## config.mk

```make
export PLATFORM = sky130hd
export DESIGN_NAME = quarter_circle_radial_fill
export DESIGN_NICKNAME = d
export VERILOG_FILES = /design/src/rtl/qcrf_pkg.sv /design/src/rtl/quarter_circle_radial_fill.sv /design/src/rtl/qcrf_colprep.sv /design/src/rtl/qcrf_axis.sv
export SDC_FILE = /design/constraint.sdc
export NUM_CORES = 1
export LEC_CHECK = 0
export BUFFER_PORTS_ARGS = -buffer_cell sky130_fd_sc_hd__buf_2
export CAP_MARGIN = 15
export CORE_UTILIZATION = 50
export CTS_BUF_LIST = sky130_fd_sc_hd__clkbuf_4 sky130_fd_sc_hd__clkbuf_8 sky130_fd_sc_hd__clkbuf_16
export DETAILED_ROUTE_END_ITERATION = 8
export GPL_TIMING_DRIVEN = 0
export PLACE_DENSITY = 0.78
export SLEW_MARGIN = 20
export SYNTH_ARGS = -nofsm -noshare
export SYNTH_HDL_FRONTEND = slang
export SYNTH_HIERARCHICAL = 1
export SYNTH_SLANG_ARGS = --single-unit
export TNS_END_PERCENT = 100
```

## constraint.sdc

```tcl
create_clock -name clk -period 6.9 [get_ports clk]
set_input_delay 0 -clock clk [delete_from_list [all_inputs] [get_ports clk]]
set_output_delay 0 -clock clk [all_outputs]
set_load 0.02 [all_outputs]
```

## src/rtl/qcrf_pkg.sv

```systemverilog
// Package for the quarter-circle radial fill block.
// Holds the field widths, default sizes, quadrant codes and the column-setup state type.
// Depends on nothing; every other file in rtl imports it.
package qcrf_pkg;

  // Default sizes, overridable through the top-level parameters.
  localparam int SAMPLES_PER_LINE = 1000;
  localparam int MAX_RADIUS       = 2047;

  // Fixed field widths of the request and point channels.
  localparam int COORD_W  = 12;
  localparam int RADIUS_W = 11;
  localparam int QUAD_W   = 2;
  localparam int POINT_W  = 14;

  // Quadrant codes.
  localparam logic [QUAD_W-1:0] QUAD_UP_LEFT    = 2'd0;
  localparam logic [QUAD_W-1:0] QUAD_UP_RIGHT   = 2'd1;
  localparam logic [QUAD_W-1:0] QUAD_DOWN_RIGHT = 2'd2;
  localparam logic [QUAD_W-1:0] QUAD_DOWN_LEFT  = 2'd3;

  // States of the column-setup sequencer.
  typedef enum logic [2:0] {
    CP_IDLE,
    CP_SQUARE,
    CP_SETUP,
    CP_ROOT,
    CP_ROUND,
    CP_DIVIDE,
    CP_REDUCE,
    CP_DONE
  } cp_state_t;

endpackage

```

## src/rtl/quarter_circle_radial_fill.sv

```systemverilog
// Top level of the quarter-circle radial fill: request decode, column registers, line
// walker control and the point output register. Uses qcrf_pkg, qcrf_colprep, qcrf_axis.
//
//   channel  direction  handshake          payload
//   in_*     input      in_valid/in_stall  start_req, center_x, center_y, radius, quadrant
//   out_*    output     out_valid/out_stall point_x, point_y, last_point
//
// A tick request makes one point, one per cycle while the input is not stalled, through a single output register.
// After a start request the first column is set up (RW = bits of MaxRadius): square,
// setup, RW root steps, round, divide, reduce; it is then loaded into the column
// registers, and ticks stall until it is loaded.
// Later columns are set up while the current column's 2*(N+1) points are drawn; a tick
// stalls only while the next column is not ready or the output is blocked. A start restarts the fill at once.
// Reset is synchronous, active low; it ends any running fill and empties the output.
module quarter_circle_radial_fill #(
  parameter int MaxRadius      = qcrf_pkg::MAX_RADIUS,
  parameter int SamplesPerLine = qcrf_pkg::SAMPLES_PER_LINE
) (
  input  logic                                  clk,
  input  logic                                  rst_n,
  input  logic                                  in_valid,
  output logic                                  in_stall,
  input  logic                                  in_start_req,
  input  logic [qcrf_pkg::COORD_W-1:0]          in_center_x,
  input  logic [qcrf_pkg::COORD_W-1:0]          in_center_y,
  input  logic [qcrf_pkg::RADIUS_W-1:0]         in_radius,
  input  logic [qcrf_pkg::QUAD_W-1:0]           in_quadrant,
  output logic                                  out_valid,
  input  logic                                  out_stall,
  output logic signed [qcrf_pkg::POINT_W-1:0]   out_point_x,
  output logic signed [qcrf_pkg::POINT_W-1:0]   out_point_y,
  output logic                                  out_last_point
);
  import qcrf_pkg::*;

  localparam int RW = $clog2(MaxRadius + 1);
  localparam int SW = $clog2(SamplesPerLine + 1);

  // Fill state.
  logic                active_r, cur_valid_r, line_r;
  logic [SW-1:0]       k_r;
  logic [COORD_W-1:0]  cx_r, cy_r;
  logic [RW-1:0]       rad_r;
  logic [QUAD_W-1:0]   quad_r;
  logic [RW-1:0]       prep_col_r;
  logic [RW-1:0]       hq_r, cq_r;
  logic [SW-1:0]       hr_r, cr_r;
  logic                final_r;

  // Output register.
  logic                       out_valid_r;
  logic signed [POINT_W-1:0]  out_x_r, out_y_r;
  logic                       out_last_r;

  logic                start_acc, tick_acc, line_end, col_end, load, prep_start;
  logic [RW-1:0]       sat_rad, prep_rad, prep_col;
  logic                prep_done, prep_final;
  logic [RW-1:0]       prep_hq, prep_cq;
  logic [SW-1:0]       prep_hr, prep_cr;
  logic [RW-1:0]       x_quo, y_quo;
  logic [SW-1:0]       x_rem, y_rem;
  logic                x_neg, y_neg, axis_clear;
  logic signed [POINT_W-1:0] pt_x, pt_y;

  // Request handshake: hold off while the output is blocked or the column is not ready.
  assign in_stall  = (out_valid_r && out_stall) || (active_r && !cur_valid_r);
  assign start_acc = in_valid && !in_stall && in_start_req;
  assign tick_acc  = in_valid && !in_stall && !in_start_req && active_r;

  assign line_end = (k_r == SW'(SamplesPerLine));
  assign col_end  = tick_acc && line_r && line_end;

  // Move the prepared column in when the current one is empty or just finishing.
  assign load = active_r && !start_acc && prep_done
                && (!cur_valid_r || col_end) && !(col_end && final_r);

  // Radius saturation and the setup unit's operands.
  always_comb begin
    if (13'(in_radius) > 13'(MaxRadius)) begin
      sat_rad = RW'(MaxRadius);
    end else begin
      sat_rad = RW'(in_radius);
    end
  end

  assign prep_start = start_acc || load;
  assign prep_rad   = start_acc ? sat_rad : rad_r;
  assign prep_col   = start_acc ? '0 : prep_col_r + RW'(1);

  qcrf_colprep #(
    .MaxRadius      (MaxRadius),
    .SamplesPerLine (SamplesPerLine)
  ) u_colprep (
    .clk       (clk),
    .rst_n     (rst_n),
    .start     (prep_start),
    .radius    (prep_rad),
    .column    (prep_col),
    .done      (prep_done),
    .final_col (prep_final),
    .h_quo     (prep_hq),
    .h_rem     (prep_hr),
    .c_quo     (prep_cq),
    .c_rem     (prep_cr)
  );

  // Line 0 ends at (h, c), line 1 at (c, h); signs come from the quadrant.
  assign x_quo = line_r ? cq_r : hq_r;
  assign x_rem = line_r ? cr_r : hr_r;
  assign y_quo = line_r ? hq_r : cq_r;
  assign y_rem = line_r ? hr_r : cr_r;
  assign x_neg = !(quad_r == QUAD_UP_RIGHT || quad_r == QUAD_DOWN_RIGHT);
  assign y_neg = !(quad_r == QUAD_DOWN_RIGHT || quad_r == QUAD_DOWN_LEFT);
  assign axis_clear = start_acc || (tick_acc && line_end);

  qcrf_axis #(
    .MaxRadius      (MaxRadius),
    .SamplesPerLine (SamplesPerLine)
  ) u_axis_x (
    .clk      (clk),
    .clear    (axis_clear),
    .advance  (tick_acc),
    .step_quo (x_quo),
    .step_rem (x_rem),
    .negative (x_neg),
    .center   (cx_r),
    .coord    (pt_x)
  );

  qcrf_axis #(
    .MaxRadius      (MaxRadius),
    .SamplesPerLine (SamplesPerLine)
  ) u_axis_y (
    .clk      (clk),
    .clear    (axis_clear),
    .advance  (tick_acc),
    .step_quo (y_quo),
    .step_rem (y_rem),
    .negative (y_neg),
    .center   (cy_r),
    .coord    (pt_y)
  );

  // Control state.
  always_ff @(posedge clk) begin
    if (!rst_n) begin
      active_r    <= 1'b0;
      cur_valid_r <= 1'b0;
      line_r      <= 1'b0;
      k_r         <= '0;
      out_valid_r <= 1'b0;
    end else begin
      if (start_acc) begin
        active_r    <= 1'b1;
        cur_valid_r <= 1'b0;
        line_r      <= 1'b0;
        k_r         <= '0;
      end else begin
        if (tick_acc) begin
          if (line_end) begin
            k_r    <= '0;
            line_r <= !line_r;
          end else begin
            k_r <= k_r + SW'(1);
          end
        end
        if (col_end && final_r) begin
          active_r <= 1'b0;
        end
        if (load) begin
          cur_valid_r <= 1'b1;
        end else if (col_end) begin
          cur_valid_r <= 1'b0;
        end
      end
      if (tick_acc) begin
        out_valid_r <= 1'b1;
      end else if (!out_stall) begin
        out_valid_r <= 1'b0;
      end
    end
  end

  // Request, column and point payload registers.
  always_ff @(posedge clk) begin
    if (start_acc) begin
      cx_r       <= in_center_x;
      cy_r       <= in_center_y;
      rad_r      <= sat_rad;
      quad_r     <= in_quadrant;
      prep_col_r <= '0;
    end else if (load) begin
      prep_col_r <= prep_col;
    end
    if (load) begin
      hq_r    <= prep_hq;
      hr_r    <= prep_hr;
      cq_r    <= prep_cq;
      cr_r    <= prep_cr;
      final_r <= prep_final;
    end
    if (tick_acc) begin
      out_x_r    <= pt_x;
      out_y_r    <= pt_y;
      out_last_r <= final_r && line_r && line_end;
    end
  end

  assign out_valid      = out_valid_r;
  assign out_point_x    = out_x_r;
  assign out_point_y    = out_y_r;
  assign out_last_point = out_last_r;

  // A point is only drawn from a loaded column.
  assert property (@(posedge clk) disable iff (!rst_n)
    tick_acc |-> cur_valid_r)
    else $error("radial fill: point drawn without a column");

  // The last column's last point ends the fill.
  assert property (@(posedge clk) disable iff (!rst_n)
    (col_end && final_r) |=> !active_r)
    else $error("radial fill: fill did not end after last point");

  // The sample index never passes the line length.
  assert property (@(posedge clk) disable iff (!rst_n)
    k_r <= SW'(SamplesPerLine))
    else $error("radial fill: sample index out of range");

  // A column load never coincides with a restart.
  assert property (@(posedge clk) disable iff (!rst_n)
    load |-> !start_acc && active_r)
    else $error("radial fill: column loaded outside a fill");

endmodule

```

## src/rtl/qcrf_colprep.sv

```systemverilog
// Column setup unit: height = round(sqrt(r*r - c*c)) and the split of height and column
// into quotient and remainder by the sample count. Uses qcrf_pkg.
module qcrf_colprep #(
  parameter int MaxRadius      = qcrf_pkg::MAX_RADIUS,
  parameter int SamplesPerLine = qcrf_pkg::SAMPLES_PER_LINE
) (
  input  logic                                   clk,
  input  logic                                   rst_n,
  input  logic                                   start,
  input  logic [$clog2(MaxRadius+1)-1:0]         radius,
  input  logic [$clog2(MaxRadius+1)-1:0]         column,
  output logic                                   done,
  output logic                                   final_col,
  output logic [$clog2(MaxRadius+1)-1:0]         h_quo,
  output logic [$clog2(SamplesPerLine+1)-1:0]    h_rem,
  output logic [$clog2(MaxRadius+1)-1:0]         c_quo,
  output logic [$clog2(SamplesPerLine+1)-1:0]    c_rem
);
  import qcrf_pkg::*;

  localparam int RW = $clog2(MaxRadius + 1);
  localparam int SW = $clog2(SamplesPerLine + 1);
  localparam int CW = $clog2(RW + 1);
  localparam int LW = $clog2(SamplesPerLine);
  localparam int SH = RW + LW;
  localparam int MW = RW + 2;
  localparam int PW = RW + MW;
  localparam logic [SW:0] DIVISOR = (SW+1)'(SamplesPerLine);
  // Rounded-up reciprocal of the sample count; exact quotients for every value below 2^RW.
  localparam logic [MW-1:0] RECIP =
    MW'(((1 << SH) + SamplesPerLine - 1) / SamplesPerLine);

  cp_state_t         state_r, state_nxt;
  logic [RW-1:0]     rad_r, col_r;
  logic [2*RW-1:0]   rsq_r, csq_r, n_r;
  logic [RW-1:0]     root_r;
  logic [RW+1:0]     rem_r;
  logic [CW-1:0]     cnt_r;
  logic [RW-1:0]     dh_r, dc_r;
  logic [RW-1:0]     qh_r, qc_r;
  logic [SW-1:0]     ph_r, pc_r;
  logic              final_r;

  logic [RW+1:0]     rem_sh, trial;
  logic              root_bit, round_up;
  logic [PW-1:0]     h_mul, c_mul;
  logic [RW-1:0]     h_quo_w, c_quo_w;
  logic [RW+SW-1:0]  h_back, c_back;
  logic [RW-1:0]     h_left, c_left;

  // One result bit of the square root per cycle, two radicand bits brought in.
  assign rem_sh   = {rem_r[RW-1:0], n_r[2*RW-1 -: 2]};
  assign trial    = {root_r, 2'b01};
  assign root_bit = (rem_sh >= trial);
  // Round half up: the remainder n - s*s exceeds s.
  assign round_up = (rem_r > {2'b00, root_r});

  // Quotient by the sample count through the reciprocal, one multiply per value.
  assign h_mul   = PW'(dh_r) * PW'(RECIP);
  assign c_mul   = PW'(dc_r) * PW'(RECIP);
  assign h_quo_w = RW'(h_mul >> SH);
  assign c_quo_w = RW'(c_mul >> SH);

  // Remainder: the dividend less quotient times the sample count.
  assign h_back = (RW+SW)'(qh_r) * (RW+SW)'(SamplesPerLine);
  assign c_back = (RW+SW)'(qc_r) * (RW+SW)'(SamplesPerLine);
  assign h_left = dh_r - RW'(h_back);
  assign c_left = dc_r - RW'(c_back);

  // State register.
  always_ff @(posedge clk) begin
    if (!rst_n) begin
      state_r <= CP_IDLE;
    end else begin
      state_r <= state_nxt;
    end
  end

  // Next state.
  always_comb begin
    state_nxt = state_r;
    if (start) begin
      state_nxt = CP_SQUARE;
    end else begin
      unique case (state_r)
        CP_SQUARE: state_nxt = CP_SETUP;
        CP_SETUP:  state_nxt = CP_ROOT;
        CP_ROOT:   if (cnt_r == '0) state_nxt = CP_ROUND;
        CP_ROUND:  state_nxt = CP_DIVIDE;
        CP_DIVIDE: state_nxt = CP_REDUCE;
        CP_REDUCE: state_nxt = CP_DONE;
        CP_IDLE,
        CP_DONE:   state_nxt = state_r;
        default:   state_nxt = CP_IDLE;
      endcase
    end
  end

  // Outputs.
  always_comb begin
    done = (state_r == CP_DONE);
  end

  assign final_col = final_r;
  assign h_quo     = qh_r;
  assign h_rem     = ph_r;
  assign c_quo     = qc_r;
  assign c_rem     = pc_r;

  // Datapath registers, stepped by the sequencer state.
  always_ff @(posedge clk) begin
    if (start) begin
      rad_r <= radius;
      col_r <= column;
    end else begin
      unique case (state_r)
        CP_SQUARE: begin
          rsq_r <= (2*RW)'(rad_r) * (2*RW)'(rad_r);
          csq_r <= (2*RW)'(col_r) * (2*RW)'(col_r);
        end
        CP_SETUP: begin
          n_r     <= (rsq_r > csq_r) ? rsq_r - csq_r : '0;
          final_r <= !({csq_r, 1'b0} < {1'b0, rsq_r});
          root_r  <= '0;
          rem_r   <= '0;
          cnt_r   <= CW'(RW - 1);
        end
        CP_ROOT: begin
          rem_r  <= root_bit ? rem_sh - trial : rem_sh;
          root_r <= RW'({root_r, root_bit});
          n_r    <= n_r << 2;
          cnt_r  <= cnt_r - CW'(1);
        end
        CP_ROUND: begin
          dh_r <= round_up ? root_r + RW'(1) : root_r;
          dc_r <= col_r;
        end
        CP_DIVIDE: begin
          qh_r <= h_quo_w;
          qc_r <= c_quo_w;
        end
        CP_REDUCE: begin
          ph_r <= SW'(h_left);
          pc_r <= SW'(c_left);
        end
        default: begin
        end
      endcase
    end
  end

  // The iteration count never runs past the result width.
  assert property (@(posedge clk) disable iff (!rst_n)
    (state_r == CP_ROOT) |-> (cnt_r < CW'(RW)))
    else $error("colprep: iteration count out of range");

  // The remainder step leads straight to done.
  assert property (@(posedge clk) disable iff (!rst_n)
    (state_r == CP_REDUCE && !start) |=> done)
    else $error("colprep: division did not finish");

  // Finished remainders are below the divisor.
  assert property (@(posedge clk) disable iff (!rst_n)
    done |-> ({1'b0, ph_r} < DIVISOR && {1'b0, pc_r} < DIVISOR))
    else $error("colprep: remainder not reduced");

endmodule

```

## src/rtl/qcrf_axis.sv

```systemverilog
// One axis of the radial line walker: exact offset d*k/N kept as quotient and remainder,
// stepped once per point, and the truncated coordinate. Uses qcrf_pkg.
module qcrf_axis #(
  parameter int MaxRadius      = qcrf_pkg::MAX_RADIUS,
  parameter int SamplesPerLine = qcrf_pkg::SAMPLES_PER_LINE
) (
  input  logic                                      clk,
  input  logic                                      clear,
  input  logic                                      advance,
  input  logic [$clog2(MaxRadius+1)-1:0]            step_quo,
  input  logic [$clog2(SamplesPerLine+1)-1:0]       step_rem,
  input  logic                                      negative,
  input  logic [qcrf_pkg::COORD_W-1:0]              center,
  output logic signed [qcrf_pkg::POINT_W-1:0]       coord
);
  import qcrf_pkg::*;

  localparam int RW = $clog2(MaxRadius + 1);
  localparam int SW = $clog2(SamplesPerLine + 1);
  localparam logic [SW:0] DIVISOR = (SW+1)'(SamplesPerLine);

  logic [RW-1:0]      acc_quo_r;
  logic [SW-1:0]      acc_rem_r;
  logic [SW:0]        rem_sum;
  logic               wrap;
  logic [POINT_W-1:0] cen_w, quo_w;
  logic               adj;

  // Remainder stays below N, so one compare and subtract carries it.
  assign rem_sum = {1'b0, acc_rem_r} + {1'b0, step_rem};
  assign wrap    = (rem_sum >= DIVISOR);

  always_ff @(posedge clk) begin
    if (clear) begin
      acc_quo_r <= '0;
      acc_rem_r <= '0;
    end else if (advance) begin
      acc_quo_r <= acc_quo_r + step_quo + RW'(wrap);
      acc_rem_r <= wrap ? SW'(rem_sum - DIVISOR) : SW'(rem_sum);
    end
  end

  // Toward-zero truncation: a negative direction with a fraction left drops one more
  // unit only while the point is still on the positive side of zero.
  assign cen_w = POINT_W'(center);
  assign quo_w = POINT_W'(acc_quo_r);
  assign adj   = (acc_rem_r != '0) && (cen_w > quo_w);

  always_comb begin
    if (negative) begin
      coord = signed'(cen_w - quo_w - POINT_W'(adj));
    end else begin
      coord = signed'(cen_w + quo_w);
    end
  end

endmodule

```

* Word-level counts from Yosys, hierarchy flattened
Index checks and enable logic that the tools add are counted.
Storage, ports and cells: word-level logic and storage cells 170, bits in registers 324
Operators by class: reductions and logical operators 50, muxes and demuxes 27, order comparisons 8, add/sub/neg operators 22, multiply operators 6, bitwise gates (word level) 3, eq/ne operators 15
Operators by type and width (count):
- two-way mux 10 bit | 5
- multiplier 11 x 11 -> 22 bit | 2
- multiplier 11 x 11 -> 22 bit (second input constant) | 2
- case mux 22 bit (2 select lines) | 1
- two-way mux 11 bit | 3
- two-way mux 14 bit | 2
- subtractor 14 x 1 -> 14 bit | 2
- adder 12 x 11 -> 13 bit | 2
- case mux 13 bit (2 select lines) | 1
- subtractor 12 x 11 -> 13 bit | 2
- greater-than comparator 12 x 11 -> 1 bit | 2
- < comparator 23 x 22 -> 1 bit | 1
- adder 10 x 10 -> 11 bit | 2
- adder 11 x 1 -> 11 bit | 2
- adder 11 x 1 -> 11 bit (second input constant) | 2
- adder 11 x 2 -> 11 bit | 2
- greater-or-equal comparator 11 x 10 -> 1 bit (second input constant) | 2
- greater-than comparator 22 bit | 1
- two-way mux 22 bit | 1
- case mux 11 bit (2 select lines) | 1
- subtractor 22 bit | 1
- nonzero test 10 bit | 2
- subtractor 10 bit | 2
- subtractor 10 bit (second input constant) | 2
- 30 further kinds | 86

* Longest topological paths before layout
word-level depth 15, mapped depth 23, mapped depth without buffers 21

* Hierarchy
The synthesis kept the hierarchy.
Modules (own cells, without submodules):
- qcrf_colprep | sequential area each 4894.7 sq um, cells each 1777, instances 1, area an instance 17793.3 sq um
- qcrf_axis | sequential area each 420.4 sq um, cells each 478, instances 2, area an instance 3604.7 sq um
- quarter_circle_radial_fill | sequential area each 3663.5 sq um, cells each 355, instances 1, area an instance 5149.9 sq um

* Least setup slack after synthesis
No wires, ideal clock.
kind register to register, start point reg k_r[2], end point reg u_colprep.cnt_r[0] (enable), library setup time 0.531 ns, required time 6.369 ns, path buffers 1, arrival time 6.122 ns, setup slack 0.248 ns, clock period less this slack 6.652 ns, stages on the path, launching flop included 8, path through dfxtp_1 > or3b_1 > or3_4 > o311ai_2 > nand2b_1 > buf_2 > nand2_1 > nor3b_1
On the way: cells in the longest elaborated chain, start to end 8, elaborated cells on any way between the ends 10, those cells by class eq/ne: 1; bitwise: 1; reduce/logical: 8
RTL lines:
- start, declared | line quarter_circle_radial_fill.sv:41 | logic [SW-1:0] k_r;
- start signal, assigned | line quarter_circle_radial_fill.sv:164 | k_r <= k_r + SW'(1);
- == test 10 bit * | line quarter_circle_radial_fill.sv:70 | assign line_end = (k_r == SW'(SamplesPerLine));
- logical AND 1 bit * | line quarter_circle_radial_fill.sv:71 | assign col_end = tick_acc && line_r && line_end;
- logical OR 1 bit or logical AND 1 bit (tied branches) | line quarter_circle_radial_fill.sv:75 | && (!cur_valid_r || col_end) && !(col_end && final_r);
- logical AND 1 bit or zero test 1 bit (tied branches) | line quarter_circle_radial_fill.sv:75
- logical AND 1 bit * | line quarter_circle_radial_fill.sv:75
- logical OR 1 bit * | line quarter_circle_radial_fill.sv:86 | assign prep_start = start_acc || load;
- via prep_start | line quarter_circle_radial_fill.sv:55 | logic start_acc, tick_acc, line_end, col_end, load, prep_start;
- inverter 1 bit (no source line) *
- AND reduction 2 bit (no source line) *
- end signal, assigned | line qcrf_colprep.sv:126 | cnt_r <= CW'(RW - 1);
- end signal, assigned | line qcrf_colprep.sv:132 | cnt_r <= cnt_r - CW'(1);
- end, declared | line qcrf_colprep.sv:38 | logic [CW-1:0] cnt_r;
The timed path passes the listed nets; every way through them passes the cells marked *. A chain may end at the register's enable or synchronous reset.

* Worst setup path after layout
start point reg line_r, end point reg u_axis_x.acc_quo_r[10]
On the way: cells in the longest elaborated chain, start to end 4, elaborated cells on any way between the ends 6, those cells by class add/sub: 3; order compare: 1; mux: 2
RTL lines:
- start, declared | line quarter_circle_radial_fill.sv:40 | logic active_r, cur_valid_r, line_r;
- start signal, assigned | line quarter_circle_radial_fill.sv:162 | line_r <= !line_r;
- two-way mux 10 bit | line quarter_circle_radial_fill.sv:109 | assign x_rem = line_r ? cr_r : hr_r;
- via x_rem[0] | line quarter_circle_radial_fill.sv:61 | logic [SW-1:0] x_rem, y_rem;
- adder 10 x 10 -> 11 bit | line qcrf_axis.sv:30 | assign rem_sum = {1'b0, acc_rem_r} + {1'b0, step_rem};
- greater-or-equal comparator 11 x 10 -> 1 bit | line qcrf_axis.sv:31 | assign wrap = (rem_sum >= DIVISOR);
- adder 11 x 1 -> 11 bit | line qcrf_axis.sv:38 | acc_quo_r <= acc_quo_r + step_quo + RW'(wrap);
- end signal, assigned | line qcrf_axis.sv:38
- end, declared | line qcrf_axis.sv:22 | logic [RW-1:0] acc_quo_r;
The timed path passes the listed nets, and every way through them passes these cells.

==> impl_results.md <==
- Status: finished with violations
- Failing checks: design-rule violations
- Actual slew at the worst max-slew pin: roughly 850 ps
- Tot Pwr: between 8 and 9 mW
- Worst EP required: 7410 ps
- Clock skew: between 15 and 20 ps
- CP cell instances: clkbuf_1 -> clkbuf_1 -> mux2_2 -> ha_1 -> fa_1 -> a21o_1 -> a21oi_1 -> xnor2_1 -> inv_1 -> ha_1 -> o31ai_1 -> nand2b_4 -> o21a_4 -> fa_1 -> fa_1 -> nor2b_1 -> o21ai_0 -> a21boi_0 -> o21ai_0 -> a21oi_1 -> a41oi_1 -> or4_1 -> nand4_1
- Switch Pwr: 2.957 mW
- Wire length per cell: ~16 um
- Post-synthesis register bit count: 340
- Initial core utilization: 0.5080
- Fill cells: 5064
- Final Max Tran Viols: 0
- Layout Cells excl Fill: 4075
- First-pass GRT wire length: between 100 and 150 mm
- Max_cap viols: 0
- Place WS: 584.1 ps
- Routability cong.: roughly 0.9
- First-pass DRT Iterations: 9
- Ports: 73
- Rel. slew slack: 0.4176
- IO buf count: 72
- Startpoint Class: flop
- WL final: ~66 mm
- CTS Buf Count: 39
- Vias in the first global route: around 22k
- Max stage delay cell, worst path: clkbuf_1
- RSZ-0062 raised after global routing: false
- CP endpoint kind: flop
- Clock sinks: 340
- Cell Pwr Density: roughly 250 nW/um2
- CTS Root Cell: clkbuf_16
- Largest net degree at the start of global routing: 37
- Die area: ~60000 um2
- Hold slack: 104.4 ps
- CTS tree: yes
- Post-DP Area: 31710 um2
- Minimum clock period: 6373 ps
- Post-synthesis sequential area ratio: 0.3117
- Die height: ~250 um
- Clock power frac: 0.272
- Int Pwr: ~5.3 mW
- Most common flop cell mapped by yosys: edfxtp_1
- Fmax: around 160 MHz
- Clk_lat worst skew: 570 ps
- Final WS setup: around 530 ps
- Clock transition at the registers of the reported paths: approximately 60 ps
- Layout cells sized above 1: 0.09449
- Crit-path leading delay family: adder cells
- Row count: 89
- Area growth syn-to-layout: 11.14%
- Drt first-iter violations: 1259
- Fin util: 0.5646
- Switching Fraction: 0.3567
- Hold Violations, Final: 0
- # setup viols final: 0
- Fraction of registers with async set/reset: 0
- Post-Synthesis Cells: 3088
- Clk buf depth: 3
- Count leader, synth: inv_1
- Logic pwr share: 0.423
- Setup TNS: 0 ps
- Distinct cells, synth: 99
- Vias: 22.53k
- Nets: 3856
- H-Tree Depth: 2
- Post-route design area: 33510 um2
- M1 wire length: 27.56 mm
- Post-Syn Area: 30150 um2
- Top cells by count, synth: inv_1 (479), ha_1 (381), edfxtp_1 (259)
- DP HPWL: about 50 mm
- Leading area contributor after synthesis: edfxtp_1
- Hold crit path type: input port to flop
- Worst path arrival time: 6880 ps
- Antenna diodes: 0
- Antenna viol nets, final: 0
- Yosys warns: 6
- Register share of total power: 0.306
- Bufs and invs on worst path: 3
- Synth Area per Inst: 9.764 um2
- # DRC: 1
- EDFF count, synth: between 200 and 300
- Most used cell, CP: fa_1
- Core area: 59350 um2
- Vias per std cell: approximately 5.5
- Worst VDD drop: 497.9 uV
- CP max stage delay: 500 ps
- Met2 WL: 33.21 mm
- Placed Cells: 3964
- Leak pwr: about 15 nW
- Die Width: ~250 um
- CP Class: flop to flop
- Crit share post-route: 0.9236
- Crit Path Max Fanout: 10
- Grt total ovfl: 0
- GR Util All Layers: 0.2164
- Synth top area cells: edfxtp_1 (26%), ha_1 (16%), fa_1 (11%), inv_1 (6.0%), dfxtp_1 (5.4%)
- Met3 routed WL: between 2 and 3 mm
- Area share of the largest cell type after synthesis: 0.2579
- Initial antenna violation count: 0
- Top Layer Used: met4
- Post-cts sizing count: 0
power groups by stage:
stage | Sequential [mW] | Combinational [mW] | Clock [mW]
detailed placement | 2.58 | 3.45 | 0
floorplan | 2.54 | 2.76 | 0
finish | 2.53 | 3.50 | 2.25
global placement | 2.58 | 3.37 | 0
CTS | 2.53 | 3.50 | 2.29
global route | 2.54 | 3.97 | 2.38
cell type report:
type,instances,area [um2],share of cell area
repair buffers,126,909.6,0.02714
clock inverters,22,257.7,0.007691
plain buffers,117,581.8,0.01736
well taps,773,967.2,0.02886
inverters,483,1813,0.05410
multi-input cells,2165,18440,0.5504
flip-flops and latches,340,9399,0.2805
clock buffers,49,1140,0.03401
sequential cells by signal (all words and copies together), names as in the netlist, 12 cells and up:
name / cells
u_colprep/rsq_r: 21
out_point_x: 14
u_colprep/csq_r: 21
u_colprep/n_r: 22
cy_r: 12
u_colprep/rem_r: 13
out_point_y: 14
cx_r: 12
per-layer routing:
layer  GRT usage  vias to the layer above
met2      0.3894                      546
met4     0.07994                        0
met5           0                        -
met3     0.02595                      114
li1            -                    11020
met1      0.2639                    10850
timing repair:
| item | in CTS | in global routing |
|---|---|---|
| hold buffers | 40 | 0 |
| buffers inserted | 0 | 0 |
| hold endpoints to repair | 56 | 0 |
worst reg2reg max path, delay by kind of cell, from the launching register on:
family / cells / cell delay, ps
buf+inv: 3 / 1100
xor+xnor: 1 / 180
compound gates: 9 / 1740
fa+ha+maj: 5 / 1740
simple gates: 4 / 830
flops: 1 / 310
mux: 1 / 410
worst paths after layout:
path	from	endpoint	slack, ps	cells past startpoint
setup / recovery	line_r	u_axis_x/acc_quo_r[10]	530	23
hold / removal	in_valid	k_r[1]	100	5
setup reg to reg	line_r	u_axis_x/acc_quo_r[10]	530	23
hold reg to reg	u_colprep/c_rem[7]	cr_r[7]	420	0
layout by cell type, fill, tap and decap left out, drive strengths merged, types with 24 or more instances in the layout:
cell,n
a21o,41
nor2b,39
dfxtp,81
nand2,188
nor3,73
buf,136
o211ai,24
dlygate4sd3,40
xnor2,115
xor2,58
fa,161
nand3,37
a211oi,26
mux2,47
nand2b,35
inv,484
mux2i,34
edfxtp,259
ha,381
nand4,34
a21oi,135
o21ai,104
and2,65
nor2,208
clkbuf,116
cell families (layout without fill, tap and decap cells):
family,count (synthesis),count (layout),synth area share
simple gates,804,804,0.1355
buf+inv,600,797,0.07938
compound gates,547,547,0.1280
fa+ha+maj,542,542,0.2650
flops,340,340,0.3117
xor+xnor,173,173,0.05150
mux,81,81,0.02884
other cells,1,18,0.0001244
No activity file was read; power rests on OpenSTA's default activity.
